**src/sv/tgps_pkg.sv**
```systemverilog
package tgps_pkg;

    localparam int PLAN_SLOTS_DEF = 32;
    localparam int GATES_DEF      = 21;
    localparam int MASK_W         = 21;
    localparam int CFG_W          = 27;
    localparam int CFG_IDX_W      = 2;

    localparam logic [19:0] MIN_NOTICE_RST      = 20'd500;
    localparam logic [23:0] MAX_PULSE_RST       = 24'd100000;
    localparam logic [26:0] CONTACT_TIMEOUT_RST = 27'd500000;

    localparam logic [CFG_IDX_W-1:0] REG_MIN_NOTICE      = 2'd0;
    localparam logic [CFG_IDX_W-1:0] REG_MAX_PULSE       = 2'd1;
    localparam logic [CFG_IDX_W-1:0] REG_CONTACT_TIMEOUT = 2'd2;

    localparam logic [1:0] KIND_TICK     = 2'd0;
    localparam logic [1:0] KIND_SCHEDULE = 2'd1;
    localparam logic [1:0] KIND_CANCEL   = 2'd2;
    localparam logic [1:0] KIND_ALL_OFF  = 2'd3;

    localparam logic [2:0] RPT_OPENED    = 3'd0;
    localparam logic [2:0] RPT_CLOSED    = 3'd1;
    localparam logic [2:0] RPT_SCHED_ACK = 3'd2;
    localparam logic [2:0] RPT_CANCEL_ACK = 3'd3;
    localparam logic [2:0] RPT_ALLOFF_ACK = 3'd4;
    localparam logic [2:0] RPT_INVALID   = 3'd5;
    localparam logic [2:0] RPT_FULL      = 3'd6;
    localparam logic [2:0] RPT_WATCHDOG  = 3'd7;

    localparam logic [1:0] ST_UNUSED    = 2'd0;
    localparam logic [1:0] ST_SCHEDULED = 2'd1;
    localparam logic [1:0] ST_OPEN      = 2'd2;

    typedef struct packed {
        logic [1:0]  kind;
        logic [63:0] now_time;
        logic [31:0] request_id;
        logic [31:0] plan_seq;
        logic [31:0] plan_gates;
        logic [63:0] open_at;
        logic [63:0] close_at;
    } cmd_t;

    typedef struct packed {
        logic [2:0]        report;
        logic [31:0]       echo_request;
        logic [31:0]       echo_seq;
        logic [MASK_W-1:0] mask_out;
        logic [63:0]       stamp;
        logic [MASK_W-1:0] driven_gates;
        logic              final_one;
    } result_t;

    // Request from the sequencer to the gate counter unit.
    typedef struct packed {
        logic       go_open;
        logic       go_close;
        logic       clear;
        logic [31:0] mask;
    } gate_req_t;

endpackage

```
**src/sv/tgps_gates.sv**
```systemverilog
module tgps_gates #(
    parameter int GATES = tgps_pkg::GATES_DEF
) (
    input  logic                clk,
    input  logic                rst_n,
    input  tgps_pkg::gate_req_t req,
    output logic [GATES-1:0]    driven
);
    import tgps_pkg::*;

    logic [7:0]       count_reg [GATES];
    logic [GATES-1:0] driven_reg;

    // All gates are updated in parallel; each lane is independent.
    always_ff @(posedge clk or negedge rst_n)
    begin
        if (!rst_n)
        begin
            driven_reg <= '0;
            for (int g = 0; g < GATES; g++)
            begin
                count_reg[g] <= 8'd0;
            end
        end
        else if (req.clear)
        begin
            driven_reg <= '0;
            for (int g = 0; g < GATES; g++)
            begin
                count_reg[g] <= 8'd0;
            end
        end
        else
        begin
            for (int g = 0; g < GATES; g++)
            begin
                if (req.mask[g] && req.go_open)
                begin
                    if (count_reg[g] != 8'd255)
                    begin
                        count_reg[g] <= count_reg[g] + 8'd1;
                    end
                    driven_reg[g] <= 1'b1;
                end
                else if (req.mask[g] && req.go_close)
                begin
                    if (count_reg[g] > 8'd1)
                    begin
                        count_reg[g] <= count_reg[g] - 8'd1;
                    end
                    else
                    begin
                        count_reg[g] <= 8'd0;
                        driven_reg[g] <= 1'b0;
                    end
                end
            end
        end
    end

    assign driven = driven_reg;

endmodule

```
**config.mk**
```make
export PLATFORM = sky130hd
export DESIGN_NAME = tgps_gates
export DESIGN_NICKNAME = d
export VERILOG_FILES = /design/src/sv/tgps_pkg.sv /design/src/sv/tgps_gates.sv
export SDC_FILE = /design/constraint.sdc
export NUM_CORES = 1
export LEC_CHECK = 0
export ABC_AREA = 0
export ABC_CLOCK_PERIOD_IN_PS = 3150
export BUFFER_PORTS_ARGS = -buffer_cell sky130_fd_sc_hd__buf_2
export CORE_UTILIZATION = 63
export DETAILED_ROUTE_END_ITERATION = 7
export GPL_ROUTABILITY_DRIVEN = 0
export HOLD_SLACK_MARGIN = 0.15
export MAX_ROUTING_LAYER = met4
export PLACE_DENSITY = 0.81
export SETUP_SLACK_MARGIN = 0.4
export SYNTH_ARGS = -nofsm -noshare
export SYNTH_HDL_FRONTEND = slang
export SYNTH_SLANG_ARGS = --single-unit
```
**constraint.sdc**
```tcl
create_clock -name clk -period 3.15 [get_ports clk]
set_clock_uncertainty 0.2 [all_clocks]
set_input_delay 0.315 -clock clk [delete_from_list [all_inputs] [get_ports clk]]
set_output_delay 0.315 -clock clk [all_outputs]
set_load 0.1 [all_outputs]
```
==> impl_metrics.json <==
{
  "status": "completed",
  "die_h_microns": 151.6,
  "arrival_ns": 2.73,
  "largest_register_ffs": 168,
  "powerDensity_nw_per_um2": 754.8,
  "ys.flop_type": "dfrtp_1",
  "end_kind": "flop",
  "top_layer": "met4",
  "fin_crit_ns": 2.624,
  "p_leak_nw": 6.607,
  "setup_violations": 0,
  "final_cells": 2043,
  "clockBufferDepth": 2,
  "grt_usage_pct": 31.16,
  "core-area_sq_um": 21890,
  "power_frac_comb_pct": 44.4,
  "reg2regPathDepth": 7,
  "drc": 0,
  "synth_edf_count": 0,
  "cts_buffers": 17,
  "p_total_mw": 11.62,
  "final_cell_mix": "dfrtp_1, nand2_1, nor2_1",
  "grt_overflow": 0,
  "drt_iter0_markers": 1166,
  "fmax_ghz": 0.3810,
  "dpl.cell_count": 1985,
  "cp.buffers_inverters": 2,
  "p_sw_mw": 5.009,
  "crit_required_ns": 3.26,
  "holdWs_ns": 0.2353,
  "synth_area_sq_um": 14090,
  "routedWlPerCell_microns": 17.03,
  "dieArea_sq_um": 22970,
  "cp_cell_sequence": "or4_4 -> nor4_4 -> buf_4 -> o22ai_1 -> a21oi_1 -> a211oi_1 -> dlygate4sd3_1",
  "synth.distinct_cells": 84,
  "areaGrowthSynthToFinish_pct": 9.261,
  "r2r_slack_ns": 0.53,
  "seqPwrFrac_pct": 35.5,
  "yosysWarnings": 0,
  "wl_met1_mm": 15.76,
  "ios": 58,
  "report.final.hold_viol_count": 0,
  "tns_ns": 0,
  "grt_pass1_wl_mm": 57.30,
  "layout_commonest_cell": "dfrtp_1",
  "path_clk_slew_ns": 0.07,
  "drt_wl_total_mm": 34.80,
  "vias": 13841,
  "hold_path_depth": 3,
  "grt_pass1_vias": 12276,
  "slew_viol_final": 0,
  "n_antenna_cell": 0,
  "post-dp-hpwl_mm": 23.04,
  "postSynthCellCount": 1731,
  "peakVddDrop_mv": 0.3919,
  "holdPathEnd": "driven[17]$_DFFE_PN0P_",
  "slowest_stage": "or4_4",
  "dr_wl_met2_mm": 16.48,
  "clock_latency_ns": 0.44,
  "die_w_microns": 151.6,
  "synth-seq-cells": 189,
  "rows": 54,
  "antenna_found_initial": 0,
  "cts.sinks": 189,
  "synthArstFlopShare_pct": 100.0,
  "crit_cells": 7,
  "start_util_pct": 64.37,
  "finalCritPeriodShare_pct": 83.31,
  "drive_above_1_share_pct": 8.622,
  "cp-start-kind": "flop",
  "drtPass1Iterations": 7,
  "p_int_mw": 6.613,
  "cap_violations": 0,
  "syn-mean-instance-area_sq_um": 8.141,
  "rsz0062_at_grt": "no",
  "clkPwrFrac_pct": 20.1,
  "critPathKind": "flop to flop",
  "hold_path_class": "input port to flop",
  "syn_nets": 1831,
  "crit_family": "simple AND/OR/NAND/NOR gates",
  "ys_seq_area_share_pct": 33.56,
  "io_buffers": 46,
  "p_sw_share_pct": 43.10,
  "via_per_inst": 6.775,
  "r2r-end": "count_reg[80]$_DFFE_PN0P_",
  "cp_max_fo": 8,
  "max-slew-margin-rel_pct": 38.37,
  "hp-start": "req[34]",
  "cts-root-buf": "clkbuf_16",
  "h-tree-depth": 4,
  "grt_max_degree": 121,
  "tritoncts": "yes",
  "routed-wl-met3_mm": 2.050,
  "ant_nets": 0,
  "cpPeakStageDelay_ns": 0.58,
  "final_nets": 1851,
  "reg2reg_from": "count_reg[85]$_DFFE_PN0P_",
  "tightestPinTransition_ns": 0.9221
}
-- what timing repair did --
item	4_1_cts	5_1_grt
endpoints found under the hold margin	113	0
resized for setup	0	5
hold buffers	26	0
setup buffers	0	1
endpoints found under the setup margin	0	1
-- layout make-up --
type,count,area (sq um)
Multi-Input combinational cell,1379,8688
Fill cell,1732,6494
Sequential cell,189,4733
Timing Repair Buffer,99,757.0
Clock buffer,19,442.9
Tap cell,280,350.3
Inverter,65,244.0
Clock inverter,12,181.4
-- cells by family (layout without fill, tap and decap cells) --
| kind of cell | after synthesis | count (layout) | share of synthesized area [%] |
|---|---|---|---|
| flops | 189 | 189 | 33.56 |
| mux | 21 | 21 | 1.545 |
| xor+xnor | 21 | 21 | 1.305 |
| buf+inv | 163 | 195 | 4.874 |
| fa+ha+maj | 63 | 63 | 5.594 |
| compound gates | 568 | 568 | 27.20 |
| simple gates | 706 | 706 | 25.92 |
-- layer usage --
| layer | vias up | track usage (%) |
|---|---|---|
| met5 | - | - |
| met4 | 0 | 9.356 |
| met2 | 503 | 50.57 |
| li1 | 6649 | - |
| met3 | 50 | 3.922 |
| met1 | 6639 | 40.76 |
-- worst max path at each step --
stage | start | end | slack, ns
after floorplan | count_reg[107]$_DFFE_PN0P_ | count_reg[104]$_DFFE_PN0P_ | 0.73
after global placement | req[34] | count_reg[7]$_DFFE_PN0P_ | 0.64
after detailed placement | req[34] | count_reg[119]$_DFFE_PN0P_ | 0.59
after CTS | count_reg[85]$_DFFE_PN0P_ | count_reg[80]$_DFFE_PN0P_ | 0.45
after global routing | count_reg[64]$_DFFE_PN0P_ | count_reg[71]$_DFFE_PN0P_ | 0.41
final | count_reg[85]$_DFFE_PN0P_ | count_reg[80]$_DFFE_PN0P_ | 0.53
-- power groups by stage --
stage               sequential [mW]  clock [mW]  combinational, mW
floorplan                      3.81           0               4.19
global placement               4.07           0               4.85
detailed placement             4.10           0               5.03
CTS                            4.08        2.38               5.10
global route                   4.25        2.47               5.77
finish                         4.12        2.34               5.16
-- cell usage after synthesis (7+ instances only) --
master	count	area share (%)
o31ai_1	45	2.4
nor3_1	70	2.5
a211oi_1	25	1.3
o22ai_1	18	0.80
o211a_1	7	0.50
mux2i_1	15	1.1
nand2b_1	15	0.67
a21oi_1	115	4.1
or2_2	21	0.93
buf_6	7	0.56
and4_1	12	0.75
xnor2_1	15	0.93
nor3b_1	12	0.64
ha_1	63	5.6
a41oi_1	9	0.56
a32o_1	10	0.71
nor2b_1	8	0.36
o32ai_1	9	0.56
a21o_1	17	0.91
a22oi_1	9	0.48
a311oi_1	17	1.1
nand4_1	32	1.4
o2bb2ai_1	10	0.62
a31oi_1	52	2.3
and2_1	22	0.98
nand3_1	85	3.0
buf_1	10	0.27
o21ai_0	125	4.4
or3_1	36	1.6
and3_1	45	2.0
nor2_1	128	3.4
or4_1	18	0.96
nor4_1	24	1.1
clkbuf_1	67	1.8
dfrtp_1	189	34
buf_2	12	0.43
o211ai_1	11	0.59
inv_1	65	1.7
o41ai_1	11	0.68
nand2_1	153	4.1
-- worst reg2reg max path, stage by stage (launching register included) --
cell           delay, ns
dfrtp_2             0.46
or4_4               0.58
nor4_4              0.24
buf_4               0.16
o22ai_1             0.08
a21oi_1             0.15
a211oi_1            0.06
dlygate4sd3_1       0.58
-- per-stage QoR --
stage | setup slack (ns) | util [%] | cell area [sq um]
2_1_floorplan | 0.7284 | - | 14090
3_3_place_gp | 0.6352 | 66.19 | 14490
3_5_place_dp | 0.5909 | 66.19 | 14490
4_1_cts | 0.4484 | 70.23 | 15370
5_1_grt | 0.4105 | 70.34 | 15400
6_report | 0.5256 | 70.34 | 15400
(Power assumes the default switching activity.)
